### src/hdl/lrup_pkg.sv
package lrup_pkg;

	localparam int MAX_SLOTS_DEF = 8;
	localparam int ID_BITS_DEF   = 16;
	localparam int ME_W          = 4;
	localparam int ME_LIMIT      = 8;
	localparam int ME_RESET      = 8;
	localparam int KIND_W        = 3;
	localparam int OP_W          = 2;
	localparam int CFG_IDX_W     = 2;

	typedef enum logic [OP_W-1:0] {
		OP_ACTIVATE = 2'd0,
		OP_STOP     = 2'd1,
		OP_RECHECK  = 2'd2,
		OP_STOP_ALL = 2'd3
	} op_t;

	typedef enum logic [KIND_W-1:0] {
		K_HIT      = 3'd0,
		K_SPAWNED  = 3'd1,
		K_EVICTED  = 3'd2,
		K_REJECTED = 3'd3,
		K_DONE     = 3'd4
	} kind_t;

	typedef enum logic [CFG_IDX_W-1:0] {
		CFG_MAX_ENTRIES = 2'd0,
		CFG_PINNED_ID   = 2'd1,
		CFG_TOOL_PATH   = 2'd2
	} cfg_idx_t;

	typedef enum logic [1:0] {
		ID_REQ,
		ID_VICTIM,
		ID_ZERO
	} idsel_t;

	typedef enum logic {
		RM_SCAN,
		RM_VICTIM
	} rmsel_t;

	typedef enum logic [2:0] {
		ST_IDLE,
		ST_DISPATCH,
		ST_SCAN,
		ST_HIT_RM,
		ST_HIT_APP,
		ST_EVICT,
		ST_REPORT
	} state_t;

	typedef struct packed {
		logic   capture;
		logic   scan_next;
		logic   remove;
		rmsel_t rm_sel;
		logic   append;
		logic   clear;
		logic   emit;
		kind_t  emit_kind;
		idsel_t emit_id;
		logic   emit_last;
	} cmd_t;

	typedef struct packed {
		op_t  op;
		logic id_zero;
		logic tool_set;
		logic at_end;
		logic match;
		logic full;
		logic over;
		logic gone;
		logic out_free;
	} sts_t;

endpackage

### src/hdl/lrup_if.sv
interface lrup_req_if #(
	parameter int ID_BITS = lrup_pkg::ID_BITS_DEF
);
	logic                       valid;
	logic                       ready;
	logic [lrup_pkg::OP_W-1:0]  op;
	logic [ID_BITS-1:0]         project_id;

	modport source(output valid, output op, output project_id, input ready);
	modport sink(input valid, input op, input project_id, output ready);
endinterface

interface lrup_rsp_if #(
	parameter int ID_BITS = lrup_pkg::ID_BITS_DEF
);
	logic                         valid;
	logic                         ready;
	logic [lrup_pkg::KIND_W-1:0]  kind;
	logic [ID_BITS-1:0]           result_id;
	logic                         last;

	modport source(output valid, output kind, output result_id, output last, input ready);
	modport sink(input valid, input kind, input result_id, input last, output ready);
endinterface

### src/hdl/lrup_dp.sv
module lrup_dp #(
	parameter int MAX_SLOTS = lrup_pkg::MAX_SLOTS_DEF,
	parameter int ID_BITS   = lrup_pkg::ID_BITS_DEF
) (
	input  logic                           clk,
	input  logic                           arst_n,
	input  logic                           cfg_we,
	input  logic [lrup_pkg::CFG_IDX_W-1:0] cfg_idx,
	input  logic [ID_BITS-1:0]             cfg_data,
	input  logic [lrup_pkg::OP_W-1:0]      req_op,
	input  logic [ID_BITS-1:0]             req_id,
	input  lrup_pkg::cmd_t                 cmd,
	output lrup_pkg::sts_t                 sts,
	input  logic                           rsp_ready,
	output logic                           rsp_valid,
	output logic [lrup_pkg::KIND_W-1:0]    rsp_kind,
	output logic [ID_BITS-1:0]             rsp_id,
	output logic                           rsp_last
);

	localparam int DEPTH = MAX_SLOTS + 1;
	localparam int IDX_W = $clog2(DEPTH);
	localparam int CNT_W = $clog2(DEPTH + 1);
	localparam int CAP   = (MAX_SLOTS < lrup_pkg::ME_LIMIT) ? MAX_SLOTS : lrup_pkg::ME_LIMIT;
	localparam int CMP_W = (CNT_W > lrup_pkg::ME_W) ? CNT_W : lrup_pkg::ME_W;

	logic [ID_BITS-1:0]        slots_q [DEPTH];
	logic [CNT_W-1:0]          count_q;
	logic [CNT_W-1:0]          idx_q;
	lrup_pkg::op_t             op_q;
	logic [ID_BITS-1:0]        id_q;
	logic                      gone_q;
	logic [lrup_pkg::ME_W-1:0] me_q;
	logic [ID_BITS-1:0]        pinned_q;
	logic                      tool_q;
	logic                      rsp_valid_q;
	lrup_pkg::kind_t           rsp_kind_q;
	logic [ID_BITS-1:0]        rsp_id_q;
	logic                      rsp_last_q;

	logic                      at_end;
	logic [ID_BITS-1:0]        scan_id;
	logic [IDX_W-1:0]          victim_idx;
	logic [ID_BITS-1:0]        victim_id;
	logic [IDX_W-1:0]          rm_idx;
	logic                      out_free;
	logic                      out_load;
	logic [ID_BITS-1:0]        emit_id;
	logic [lrup_pkg::ME_W-1:0] me_raw;
	logic [lrup_pkg::ME_W-1:0] me_clamped;

	assign at_end     = idx_q >= count_q;
	assign scan_id    = slots_q[idx_q[IDX_W-1:0]];
	assign victim_idx = (slots_q[0] == pinned_q) ? IDX_W'(1) : '0;
	assign victim_id  = slots_q[victim_idx];
	assign rm_idx     = (cmd.rm_sel == lrup_pkg::RM_SCAN) ? idx_q[IDX_W-1:0] : victim_idx;
	assign out_free   = !rsp_valid_q || rsp_ready;
	assign out_load   = cmd.emit && out_free;
	assign me_raw     = cfg_data[lrup_pkg::ME_W-1:0];

	always_comb begin
		if (me_raw == '0) begin
			me_clamped = lrup_pkg::ME_W'(1);
		end else if (me_raw > lrup_pkg::ME_W'(CAP)) begin
			me_clamped = lrup_pkg::ME_W'(CAP);
		end else begin
			me_clamped = me_raw;
		end
	end

	always_comb begin
		case (cmd.emit_id)
			lrup_pkg::ID_REQ:    emit_id = id_q;
			lrup_pkg::ID_VICTIM: emit_id = victim_id;
			lrup_pkg::ID_ZERO:   emit_id = '0;
			default:             emit_id = '0;
		endcase
	end

	always_comb begin
		sts.op       = op_q;
		sts.id_zero  = id_q == '0;
		sts.tool_set = tool_q;
		sts.at_end   = at_end;
		sts.match    = !at_end && (scan_id == id_q);
		sts.full     = count_q > CNT_W'(MAX_SLOTS);
		sts.over     = CMP_W'(count_q) > CMP_W'(me_q);
		sts.gone     = gone_q;
		sts.out_free = out_free;
	end

	always_ff @(posedge clk or negedge arst_n) begin
		if (!arst_n) begin
			me_q     <= lrup_pkg::ME_W'(CAP < lrup_pkg::ME_RESET ? CAP : lrup_pkg::ME_RESET);
			pinned_q <= '0;
			tool_q   <= 1'b0;
		end else if (cfg_we) begin
			case (lrup_pkg::cfg_idx_t'(cfg_idx))
				lrup_pkg::CFG_MAX_ENTRIES: me_q <= me_clamped;
				lrup_pkg::CFG_PINNED_ID:   pinned_q <= cfg_data;
				lrup_pkg::CFG_TOOL_PATH:   tool_q <= cfg_data[0];
				default:                   ;
			endcase
		end
	end

	always_ff @(posedge clk) begin
		if (cmd.remove) begin
			for (int j = 0; j < DEPTH - 1; j++) begin
				if (IDX_W'(j) >= rm_idx) begin
					slots_q[j] <= slots_q[j+1];
				end
			end
		end else if (cmd.append) begin
			slots_q[count_q[IDX_W-1:0]] <= id_q;
		end
	end

	always_ff @(posedge clk or negedge arst_n) begin
		if (!arst_n) begin
			count_q <= '0;
		end else if (cmd.clear) begin
			count_q <= '0;
		end else if (cmd.remove) begin
			count_q <= count_q - CNT_W'(1);
		end else if (cmd.append) begin
			count_q <= count_q + CNT_W'(1);
		end
	end

	always_ff @(posedge clk or negedge arst_n) begin
		if (!arst_n) begin
			idx_q  <= '0;
			gone_q <= 1'b0;
		end else if (cmd.capture) begin
			idx_q  <= '0;
			gone_q <= 1'b0;
		end else begin
			if (cmd.scan_next) begin
				idx_q <= idx_q + CNT_W'(1);
			end
			if (cmd.remove && cmd.rm_sel == lrup_pkg::RM_VICTIM && victim_id == id_q) begin
				gone_q <= 1'b1;
			end
		end
	end

	always_ff @(posedge clk) begin
		if (cmd.capture) begin
			op_q <= lrup_pkg::op_t'(req_op);
			id_q <= req_id;
		end
	end

	always_ff @(posedge clk or negedge arst_n) begin
		if (!arst_n) begin
			rsp_valid_q <= 1'b0;
		end else if (out_load) begin
			rsp_valid_q <= 1'b1;
		end else if (rsp_ready) begin
			rsp_valid_q <= 1'b0;
		end
	end

	always_ff @(posedge clk) begin
		if (out_load) begin
			rsp_kind_q <= cmd.emit_kind;
			rsp_id_q   <= emit_id;
			rsp_last_q <= cmd.emit_last;
		end
	end

	assign rsp_valid = rsp_valid_q;
	assign rsp_kind  = rsp_kind_q;
	assign rsp_id    = rsp_id_q;
	assign rsp_last  = rsp_last_q;

endmodule

### src/hdl/lrup_ctrl.sv
module lrup_ctrl (
	input  logic           clk,
	input  logic           arst_n,
	input  logic           req_valid,
	output logic           req_ready,
	input  lrup_pkg::sts_t sts,
	output lrup_pkg::cmd_t cmd
);

	lrup_pkg::state_t state_q, state_d;
	lrup_pkg::kind_t  rkind_q, rkind_d;
	logic             rzero_q, rzero_d;

	always_ff @(posedge clk or negedge arst_n) begin
		if (!arst_n) begin
			state_q <= lrup_pkg::ST_IDLE;
			rkind_q <= lrup_pkg::K_DONE;
			rzero_q <= 1'b0;
		end else begin
			state_q <= state_d;
			rkind_q <= rkind_d;
			rzero_q <= rzero_d;
		end
	end

	always_comb begin
		state_d       = state_q;
		rkind_d       = rkind_q;
		rzero_d       = rzero_q;
		req_ready     = 1'b0;
		cmd           = '0;
		cmd.rm_sel    = lrup_pkg::RM_SCAN;
		cmd.emit_kind = rkind_q;
		cmd.emit_id   = lrup_pkg::ID_REQ;
		case (state_q)
			lrup_pkg::ST_IDLE: begin
				req_ready = 1'b1;
				if (req_valid) begin
					cmd.capture = 1'b1;
					state_d     = lrup_pkg::ST_DISPATCH;
				end
			end
			lrup_pkg::ST_DISPATCH: begin
				rzero_d = 1'b0;
				case (sts.op)
					lrup_pkg::OP_ACTIVATE: begin
						if (sts.id_zero || !sts.tool_set) begin
							rkind_d = lrup_pkg::K_REJECTED;
							state_d = lrup_pkg::ST_REPORT;
						end else begin
							state_d = lrup_pkg::ST_SCAN;
						end
					end
					lrup_pkg::OP_STOP: begin
						if (sts.id_zero) begin
							rkind_d = lrup_pkg::K_DONE;
							state_d = lrup_pkg::ST_REPORT;
						end else begin
							state_d = lrup_pkg::ST_SCAN;
						end
					end
					lrup_pkg::OP_RECHECK: begin
						state_d = lrup_pkg::ST_EVICT;
					end
					default: begin
						cmd.clear = 1'b1;
						rkind_d   = lrup_pkg::K_DONE;
						rzero_d   = 1'b1;
						state_d   = lrup_pkg::ST_REPORT;
					end
				endcase
			end
			lrup_pkg::ST_SCAN: begin
				if (sts.at_end) begin
					if (sts.op != lrup_pkg::OP_ACTIVATE) begin
						rkind_d = lrup_pkg::K_DONE;
						state_d = lrup_pkg::ST_REPORT;
					end else if (sts.full) begin
						rkind_d = lrup_pkg::K_REJECTED;
						state_d = lrup_pkg::ST_REPORT;
					end else begin
						cmd.append = 1'b1;
						state_d    = lrup_pkg::ST_EVICT;
					end
				end else if (sts.match) begin
					if (sts.op == lrup_pkg::OP_ACTIVATE) begin
						state_d = lrup_pkg::ST_HIT_RM;
					end else begin
						cmd.remove = 1'b1;
						rkind_d    = lrup_pkg::K_EVICTED;
						state_d    = lrup_pkg::ST_REPORT;
					end
				end else begin
					cmd.scan_next = 1'b1;
				end
			end
			lrup_pkg::ST_HIT_RM: begin
				cmd.remove = 1'b1;
				state_d    = lrup_pkg::ST_HIT_APP;
			end
			lrup_pkg::ST_HIT_APP: begin
				cmd.append = 1'b1;
				rkind_d    = lrup_pkg::K_HIT;
				state_d    = lrup_pkg::ST_REPORT;
			end
			lrup_pkg::ST_EVICT: begin
				if (sts.over) begin
					cmd.emit_kind = lrup_pkg::K_EVICTED;
					cmd.emit_id   = lrup_pkg::ID_VICTIM;
					cmd.emit      = 1'b1;
					cmd.rm_sel    = lrup_pkg::RM_VICTIM;
					cmd.remove    = sts.out_free;
				end else if (sts.op == lrup_pkg::OP_ACTIVATE) begin
					rkind_d = sts.gone ? lrup_pkg::K_REJECTED : lrup_pkg::K_SPAWNED;
					state_d = lrup_pkg::ST_REPORT;
				end else begin
					rkind_d = lrup_pkg::K_DONE;
					rzero_d = 1'b1;
					state_d = lrup_pkg::ST_REPORT;
				end
			end
			lrup_pkg::ST_REPORT: begin
				cmd.emit      = 1'b1;
				cmd.emit_last = 1'b1;
				cmd.emit_id   = rzero_q ? lrup_pkg::ID_ZERO : lrup_pkg::ID_REQ;
				if (sts.out_free) begin
					state_d = lrup_pkg::ST_IDLE;
				end
			end
			default: begin
				state_d = lrup_pkg::ST_IDLE;
			end
		endcase
	end

endmodule

### src/hdl/lru_pool_with_pinned_entry.sv
// Pool of up to max_entries resident IDs kept oldest first, with one pinned ID that is never
// evicted. Requests are taken one at a time: a request is accepted and is decoded in the cycle
// after; activate and stop then search the pool one slot per cycle, a hit moves the ID to the
// newest end in two steps (removal, then append), and capacity enforcement evicts one ID per
// cycle while the result side takes beats, each eviction a result beat of its own; the final
// beat is then sent from the report state. Stop all and requests rejected at decode go straight
// from decode to the final beat. A new request is taken as soon as the final beat of the
// previous one sits in the output register.
// Slot contents are not cleared at reset; only the resident count is.
module lru_pool_with_pinned_entry #(
	parameter int MAX_SLOTS = lrup_pkg::MAX_SLOTS_DEF,
	parameter int ID_BITS   = lrup_pkg::ID_BITS_DEF
) (
	input  logic                           clk,
	input  logic                           arst_n,
	lrup_req_if.sink                       req,
	lrup_rsp_if.source                     rsp,
	input  logic                           cfg_we,
	input  logic [lrup_pkg::CFG_IDX_W-1:0] cfg_idx,
	input  logic [ID_BITS-1:0]             cfg_data
);

	lrup_pkg::cmd_t cmd;
	lrup_pkg::sts_t sts;

	lrup_ctrl u_ctrl (
		.clk       (clk),
		.arst_n    (arst_n),
		.req_valid (req.valid),
		.req_ready (req.ready),
		.sts       (sts),
		.cmd       (cmd)
	);

	lrup_dp #(
		.MAX_SLOTS (MAX_SLOTS),
		.ID_BITS   (ID_BITS)
	) u_dp (
		.clk       (clk),
		.arst_n    (arst_n),
		.cfg_we    (cfg_we),
		.cfg_idx   (cfg_idx),
		.cfg_data  (cfg_data),
		.req_op    (req.op),
		.req_id    (req.project_id),
		.cmd       (cmd),
		.sts       (sts),
		.rsp_ready (rsp.ready),
		.rsp_valid (rsp.valid),
		.rsp_kind  (rsp.kind),
		.rsp_id    (rsp.result_id),
		.rsp_last  (rsp.last)
	);

endmodule

### src/flat_wrapper.sv
// flat-port wrapper written by rule: the top's interface ports become plain ports
module lru_pool_with_pinned_entry_flat 
#(
	parameter int MAX_SLOTS = lrup_pkg::MAX_SLOTS_DEF,
	parameter int ID_BITS   = lrup_pkg::ID_BITS_DEF
)
  (clk, arst_n, cfg_we, cfg_idx, cfg_data, req_valid, req_op, req_project_id, req_ready, rsp_valid, rsp_kind, rsp_result_id, rsp_last, rsp_ready);
  lrup_req_if #(.ID_BITS(ID_BITS)) req_i ();
  lrup_rsp_if #(.ID_BITS(ID_BITS)) rsp_i ();
  input  logic clk;
  input  logic arst_n;
  input  logic cfg_we;
  input  logic [lrup_pkg::CFG_IDX_W-1:0] cfg_idx;
  input  logic [ID_BITS-1:0] cfg_data;
  input wire logic [$bits(req_i.valid)-1:0] req_valid;
  input wire logic [$bits(req_i.op)-1:0] req_op;
  input wire logic [$bits(req_i.project_id)-1:0] req_project_id;
  output wire logic [$bits(req_i.ready)-1:0] req_ready;
  output wire logic [$bits(rsp_i.valid)-1:0] rsp_valid;
  output wire logic [$bits(rsp_i.kind)-1:0] rsp_kind;
  output wire logic [$bits(rsp_i.result_id)-1:0] rsp_result_id;
  output wire logic [$bits(rsp_i.last)-1:0] rsp_last;
  input wire logic [$bits(rsp_i.ready)-1:0] rsp_ready;
  assign req_i.valid = req_valid;
  assign req_i.op = req_op;
  assign req_i.project_id = req_project_id;
  assign req_ready = req_i.ready;
  assign rsp_valid = rsp_i.valid;
  assign rsp_kind = rsp_i.kind;
  assign rsp_result_id = rsp_i.result_id;
  assign rsp_last = rsp_i.last;
  assign rsp_i.ready = rsp_ready;
  lru_pool_with_pinned_entry #(.MAX_SLOTS(MAX_SLOTS), .ID_BITS(ID_BITS)) u_core (.clk(clk), .arst_n(arst_n), .req(req_i), .rsp(rsp_i), .cfg_we(cfg_we), .cfg_idx(cfg_idx), .cfg_data(cfg_data));
endmodule
### config.mk
export PLATFORM = sky130hd
export DESIGN_NAME = lru_pool_with_pinned_entry_flat
export DESIGN_NICKNAME = d
export VERILOG_FILES = /design/src/hdl/lrup_pkg.sv /design/src/hdl/lrup_if.sv /design/src/hdl/lrup_dp.sv /design/src/hdl/lrup_ctrl.sv /design/src/hdl/lru_pool_with_pinned_entry.sv /design/src/flat_wrapper.sv
export SDC_FILE = /design/constraint.sdc
export NUM_CORES = 1
export LEC_CHECK = 0
export ABC_AREA = 1
export BUFFER_PORTS_ARGS = -buffer_cell sky130_fd_sc_hd__buf_2
export CAP_MARGIN = 10
export CORE_ASPECT_RATIO = 1.2
export CORE_UTILIZATION = 60
export DETAILED_ROUTE_END_ITERATION = 16
export PLACE_DENSITY = 0.78
export SLEW_MARGIN = 10
export SYNTH_ARGS = -nofsm -noshare
export SYNTH_HDL_FRONTEND = slang
export SYNTH_SLANG_ARGS = --single-unit
### constraint.sdc
create_clock -name clk -period 6 [get_ports clk]
set_input_delay 0.6 -clock clk [delete_from_list [all_inputs] [get_ports clk]]
set_output_delay 0.6 -clock clk [all_outputs]
set_load 0.05 [all_outputs]
=== After elaboration in Yosys (flattened, before gate mapping) ===
Memories as Yosys holds them, arrays and structs flattened.
Cells that the tools add are included.

* Flip-flop bits (word level): 76
* RAM bits: 144
* Logic and storage cells: 179
* Memories: 1

* Add/sub/neg operators: 3
* Order comparisons: 12
* Eq/ne operators: 24
* Mux-type cells: 94
* Reductions and logical operators: 30

{| class="wikitable"
|+ Memories
! name !! words !! bits a word !! read ports !! clocked after Yosys merged registers in !! write ports !! line !! text
|-
| u_core.u_dp.slots_q || 9 || 16 || 11 || 0 || 8 || lrup_dp.sv:27 || <nowiki>logic [ID_BITS-1:0] slots_q [DEPTH];</nowiki>
|}

{| class="wikitable"
|+ Operator list
! cell !! number
|-
| $mux W3 || 18
|-
| $mux W1 || 49
|-
| $eq A16 B16 Y1 || 3
|-
| $mux W4 || 9
|-
| $pmux W16 S2 || 1
|-
| $pmux W3 S7 || 1
|-
| $pmux W3 S3 || 2
|-
| $ge A3 B4 Y1 const A || 4
|-
| $logic_not A16 Y1 || 1
|-
| $mux W16 || 1
|-
| $reduce_or A16 Y1 || 1
|-
| $mux W2 || 6
|-
| $pmux W3 S4 || 1
|-
| $ne A2 B2 Y1 const B || 5
|-
| $reduce_bool A2 Y1 || 5
|-
| $eq A3 B3 Y1 const B || 3
|-
| $ne A3 B3 Y1 const B || 3
|-
| $add A4 B1 Y4 const B || 2
|-
| $ge A1 B4 Y1 const A || 2
|-
| $ge A2 B4 Y1 const A || 2
|-
| $gt A4 B4 Y1 const B || 2
|-
| $reduce_and A8 Y1 || 1
|-
| $eq A2 B1 Y1 const B || 3
|-
| $eq A3 B2 Y1 const B || 2
|-
| other kinds (23) || 36
|}

=== Longest topological paths before layout ===
* Word-level depth: 10
* Depth in mapped cells: 23
* Gate-level depth less buffers: 22

=== Modules after synthesis ===
From an unflattened synthesis, not the netlist that was laid out.

* Cell total of the unflattened synthesis: 1737
* Area, all modules: 16285.6 um^2

{| class="wikitable"
|+ Modules (own cells, without submodules)
! module !! times used !! cells an instance !! area each (um^2) !! seq. area each (um^2)
|-
| lrup_dp || 1 || 1616 || 15559.9 || 9605.5
|-
| lrup_ctrl || 1 || 121 || 725.7 || 176.4
|}

=== Least setup slack after synthesis ===
OpenSTA, ideal clock, no wires.

* Path kind: register -> register
* From: register u_core.u_dp.idx_q[1]
* To: memory u_core.u_dp.slots_q[5][0] (netlist bit), enable pin
* Data arrival time: 2.703 ns
* Data required time: 5.609 ns
* Path slack: 2.906 ns
* Cell stages (with the launch flop): 16
* Path buffers: 2
* Clock period less this slack: 3.094 ns
* Cells stage by stage: dfrtp_1 buf_2 inv_2 clkbuf_1 o211ai_1 nand3_1 nand3_1 nand3_1 nand2_1 nor2_1 nand2_1 nor2_1 nand3_1 nand2_2 nand2_1 o21ai_1

{| class="wikitable"
|+ RTL lines
! what !! line !! text
|-
| start: declaration || lrup_dp.sv:29 || <nowiki>logic [CNT_W-1:0] idx_q;</nowiki>
|-
| start signal: assignment || lrup_dp.sv:140 || <nowiki>idx_q <= idx_q + CNT_W'(1);</nowiki>
|-
| end: declaration || lrup_dp.sv:27 ||
|}

==> run_results.csv <==
group,metric,value,unit
power,swShare,0.381,
detailed_routing,viasPerCell,5.78,
layout,nets,1914,
layout,diodes,0,
cts,cts_root_buffer,"clkbuf_16",
synth,ys_seq_area_frac,0.590,
synth,yosysUniqueCellTypes,36,
synth,synth.avg_cell_area,9.03,um^2
sta,fin_tns_setup,0,ns
grt,grt_pass1_wl,64200,um
detailed_routing,num_vias,12865,
sta,holdWs,0.231,ns
sta,timing.slew.headroom,0.237,
detailed_routing,drc,0,
sta,finalCriticalPeriod,4.39,ns
cts,cts_resized,0,
power,power.density,450,nW/um^2
cts,clock_latency,0.53,ns
detailed_routing,drt_iter0_drc,1307,
power,leakagePower,7.82,nW
run_status,outcome,"finished clean",
cts,post_cts_buffers,0,
die,fp.dieArea,28300,um^2
critical_path,cp.arrival,4.54,ns
power,internal-power,5.06,mW
place,dp.cells,2163,
critical_path,r2r-start,"u_core.u_dp.idx_q[0]",
die,row_count,66,
place,io_buffers,62,
die,top_level_ports,63,
die,start_util,0.610,
sta,period_share,0.732,
grt,grt_max_degree,168,
grt,grt-busiest-layer,"met2",
synth,yosysWarnings,0,
sta,final_hold_viol_count,0,
die,die_w,154,um
grt,antenna_found_initial,0,
grt,gr-usage-met1,0.384,
job,max-cap-violations,0,
sta,rsz0062_at_grt,"no",
synth,synth_area,16600,um^2
critical_path,crit_type,"reg -> reg",
grt,use_met2,0.497,
layout,multi_input_area,5650,um^2
critical_path,worstSetupStartpoint,"u_core.u_dp.idx_q[0]",
detailed_routing,drtPass1Iterations,6,
cts,cts_buffer_depth,3,
sta,drv_slew,0,
sta,skew,0.0281,ns
die,die_h,184,um
die,coreArea,27200,um^2
cts,tritoncts.num_buffers,35,
layout,drive_gt1_frac,0.0970,
critical_path,r2r_cells,10,
sta,max_clock_freq,0.228,GHz
critical_path,worstPathRequired,6.14,ns
detailed_routing,ant_nets,0,
grt,grt_overflow,0,
layout,syn2layout_area_growth,9.55,%
power,p_clk_frac,0.244,
critical_path,start_kind,"flop",
place,place.gp.congestion,0.915,
cts,clock_sinks,332,
worst_hold_path,hold_class,"in -> async",
grt,grt_use_total,0.294,
cts,cts.clk_slew.worst_paths,0.07,ns
power,seq_power_share,0.416,
critical_path,crit_fanout,46,
synth,synth_fp_nets,1890,
sta,worst_pin_slew,1.14,ns
cts,cts_tree,"yes",
cts,htree_levels,2,
power,p_switching,3.12,mW
cts,cts_hold_buf,0,
grt,grt_pass1_vias,12267,
place,dp_hpwl,27000,um
synth,synth_cells,1837,
detailed_routing,wl_per_cell,18.2,um
synth,ys_ff_latch,332,
sta,setup-violations-final,0,
detailed_routing,wl,40500,um
layout,layoutNonFillerInstCount,2226,
critical_path,cp-end-kind,"flop",
power,p_comb_frac,0.339,
layout,fillers,2109,
power,irDropWorstVdd,376,uV
grt,use_met3,0.0437,
layout,register_area,9790,um^2
## layout by cell type (no fill, tap or decap), types with 2 or more instances in the layout
master	instances
or2_2	21
buf_2	62
inv_2	5
dfrtp_1	34
nand3_1	211
a211oi_1	2
nand3b_1	2
clkbuf_16	36
dfstp_2	2
edfxtp_1	294
mux2_2	11
nand2_1	560
a21oi_1	15
nor3_1	4
o211ai_2	2
nor2_2	2
inv_1	187
buf_4	24
xnor2_1	12
clkinv_2	7
o21ai_1	17
ha_1	11
clkinv_1	4
o211ai_1	28
a31oi_1	2
buf_12	2
o21ai_0	163
nor2_1	101
o22ai_1	18
nand4_1	14
xor2_1	6
nor4_1	3
clkbuf_1	12
## routing by layer
metal / up-vias / wire length, um
met5: - / 0
met4: 0 / 1310
met3: 96 / 3620
met2: 599 / 19600
met1: 5978 / 16100
li1: 6192 / -
## cell usage after synthesis
cell / n / area share
nor4_1: 3 / 0.0011
o22ai_1: 18 / 0.0068
dfrtp_1: 36 / 0.054
buf_6: 1 / 0.00068
clkbuf_1: 66 / 0.015
a31oi_1: 2 / 0.00075
nor2_1: 103 / 0.023
clkinv_1: 1 / 0.00023
nand4_1: 14 / 0.0053
buf_4: 2 / 0.00091
buf_1: 5 / 0.0011
edfxtp_1: 294 / 0.53
xor2_1: 6 / 0.0032
nor3_1: 4 / 0.0012
a211oi_1: 2 / 0.00091
or2_2: 21 / 0.0079
buf_2: 28 / 0.0085
fa_1: 1 / 0.0012
ha_1: 11 / 0.0083
o211ai_2: 2 / 0.0015
inv_2: 5 / 0.0011
a2bb2oi_1: 1 / 0.00053
nand2_2: 1 / 0.00038
o21ai_1: 17 / 0.0051
dfstp_2: 2 / 0.0032
mux2_2: 11 / 0.0075
o211ai_1: 28 / 0.013
xnor2_1: 12 / 0.0063
nand2_1: 560 / 0.13
o21ai_0: 163 / 0.049
nand3_1: 211 / 0.064
a21oi_1: 15 / 0.0045
inv_1: 187 / 0.042
nand3b_1: 2 / 0.00091
a22oi_1: 1 / 0.00045
nand3_2: 1 / 0.00060
## logic make-up (layout without fill, tap and decap cells)
group / after synthesis / in the layout / share of synthesized area
compound gates: 249 / 249 / 0.0825
fa+ha+maj: 12 / 12 / 0.00951
flops: 332 / 332 / 0.590
simple gates: 920 / 920 / 0.231
xor+xnor: 18 / 18 / 0.00951
mux: 11 / 11 / 0.00747
buf+inv: 295 / 344 / 0.0698
## critical path, stage by stage, from the launching register on
cell and delay [ns]:
dfrtp_4 0.49, inv_2 0.66, ha_1 0.23, nand4_1 0.07
nand3_1 0.18, nand2_1 0.10, nor2_1 0.09, inv_1 0.06
nand2_1 0.27, nand4_1 0.91, nand2_1 0.93
## registers in the layout (all words and copies together) (netlist names)
signal                 flops
u_core.u_ctrl.state_q      3
u_core.u_dp.rsp_kind       3
u_core.u_dp.rsp_id        16
u_core.u_dp.tool_q         1
u_core.u_ctrl.rkind_q      3
u_core.u_dp.op_q           2
u_core.u_dp.gone_q         1
u_core.u_dp.me_q           4
u_core.u_dp.rsp_valid      1
u_core.u_dp.idx_q          4
u_core.u_ctrl.rzero_q      1
u_core.u_dp.id_q          16
u_core.u_dp.pinned_q      16
u_core.u_dp.rsp_last       1
u_core.u_dp.count_q        4
u_core.u_dp.slots_q      256
## power groups by stage
stage	Combinational, mW	Sequential [mW]	Clock (mW)
global route	3.11	3.45	2.10
global placement	2.64	3.43	0
detailed placement	2.73	3.44	0
finish	2.78	3.41	2.00
floorplan	1.95	3.45	0
CTS	2.75	3.40	2.02
## final timing paths
check	endpoint	slack, ns
min reg2reg	u_core.u_ctrl.rkind_q[2]	0.48
max in group asynchronous	u_core.u_dp.idx_q[0]	5.02
min in group clk	u_core.u_dp.id_q[13]	0.24
max reg2reg	u_core.u_dp.slots_q[4][6]	1.61
max	u_core.u_dp.slots_q[4][6]	1.61
min	u_core.u_dp.idx_q[1]	0.23
## layout make-up
| type | instances | share of cell area |
|---|---|---|
| multi-input cells | 1210 | 0.311 |
| clock buffers | 49 | 0.0528 |
| repair buffers | 89 | 0.0298 |
| well taps | 340 | 0.0234 |
| inverters | 193 | 0.0399 |
| flip-flops and latches | 332 | 0.539 |
| clock inverters | 13 | 0.00441 |
## metrics by stage
stage,power (mW),instance area [um^2],setup slack (ns),utilization
2_1_floorplan,5.40,16600,2.91,-
3_3_place_gp,6.07,17100,1.78,0.630
3_5_place_dp,6.17,17100,1.69,0.630
4_1_cts,8.17,18200,1.64,0.668
5_1_grt,8.66,18200,1.26,0.669
6_report,8.18,18200,1.61,0.669
(Power assumes the default switching activity.)
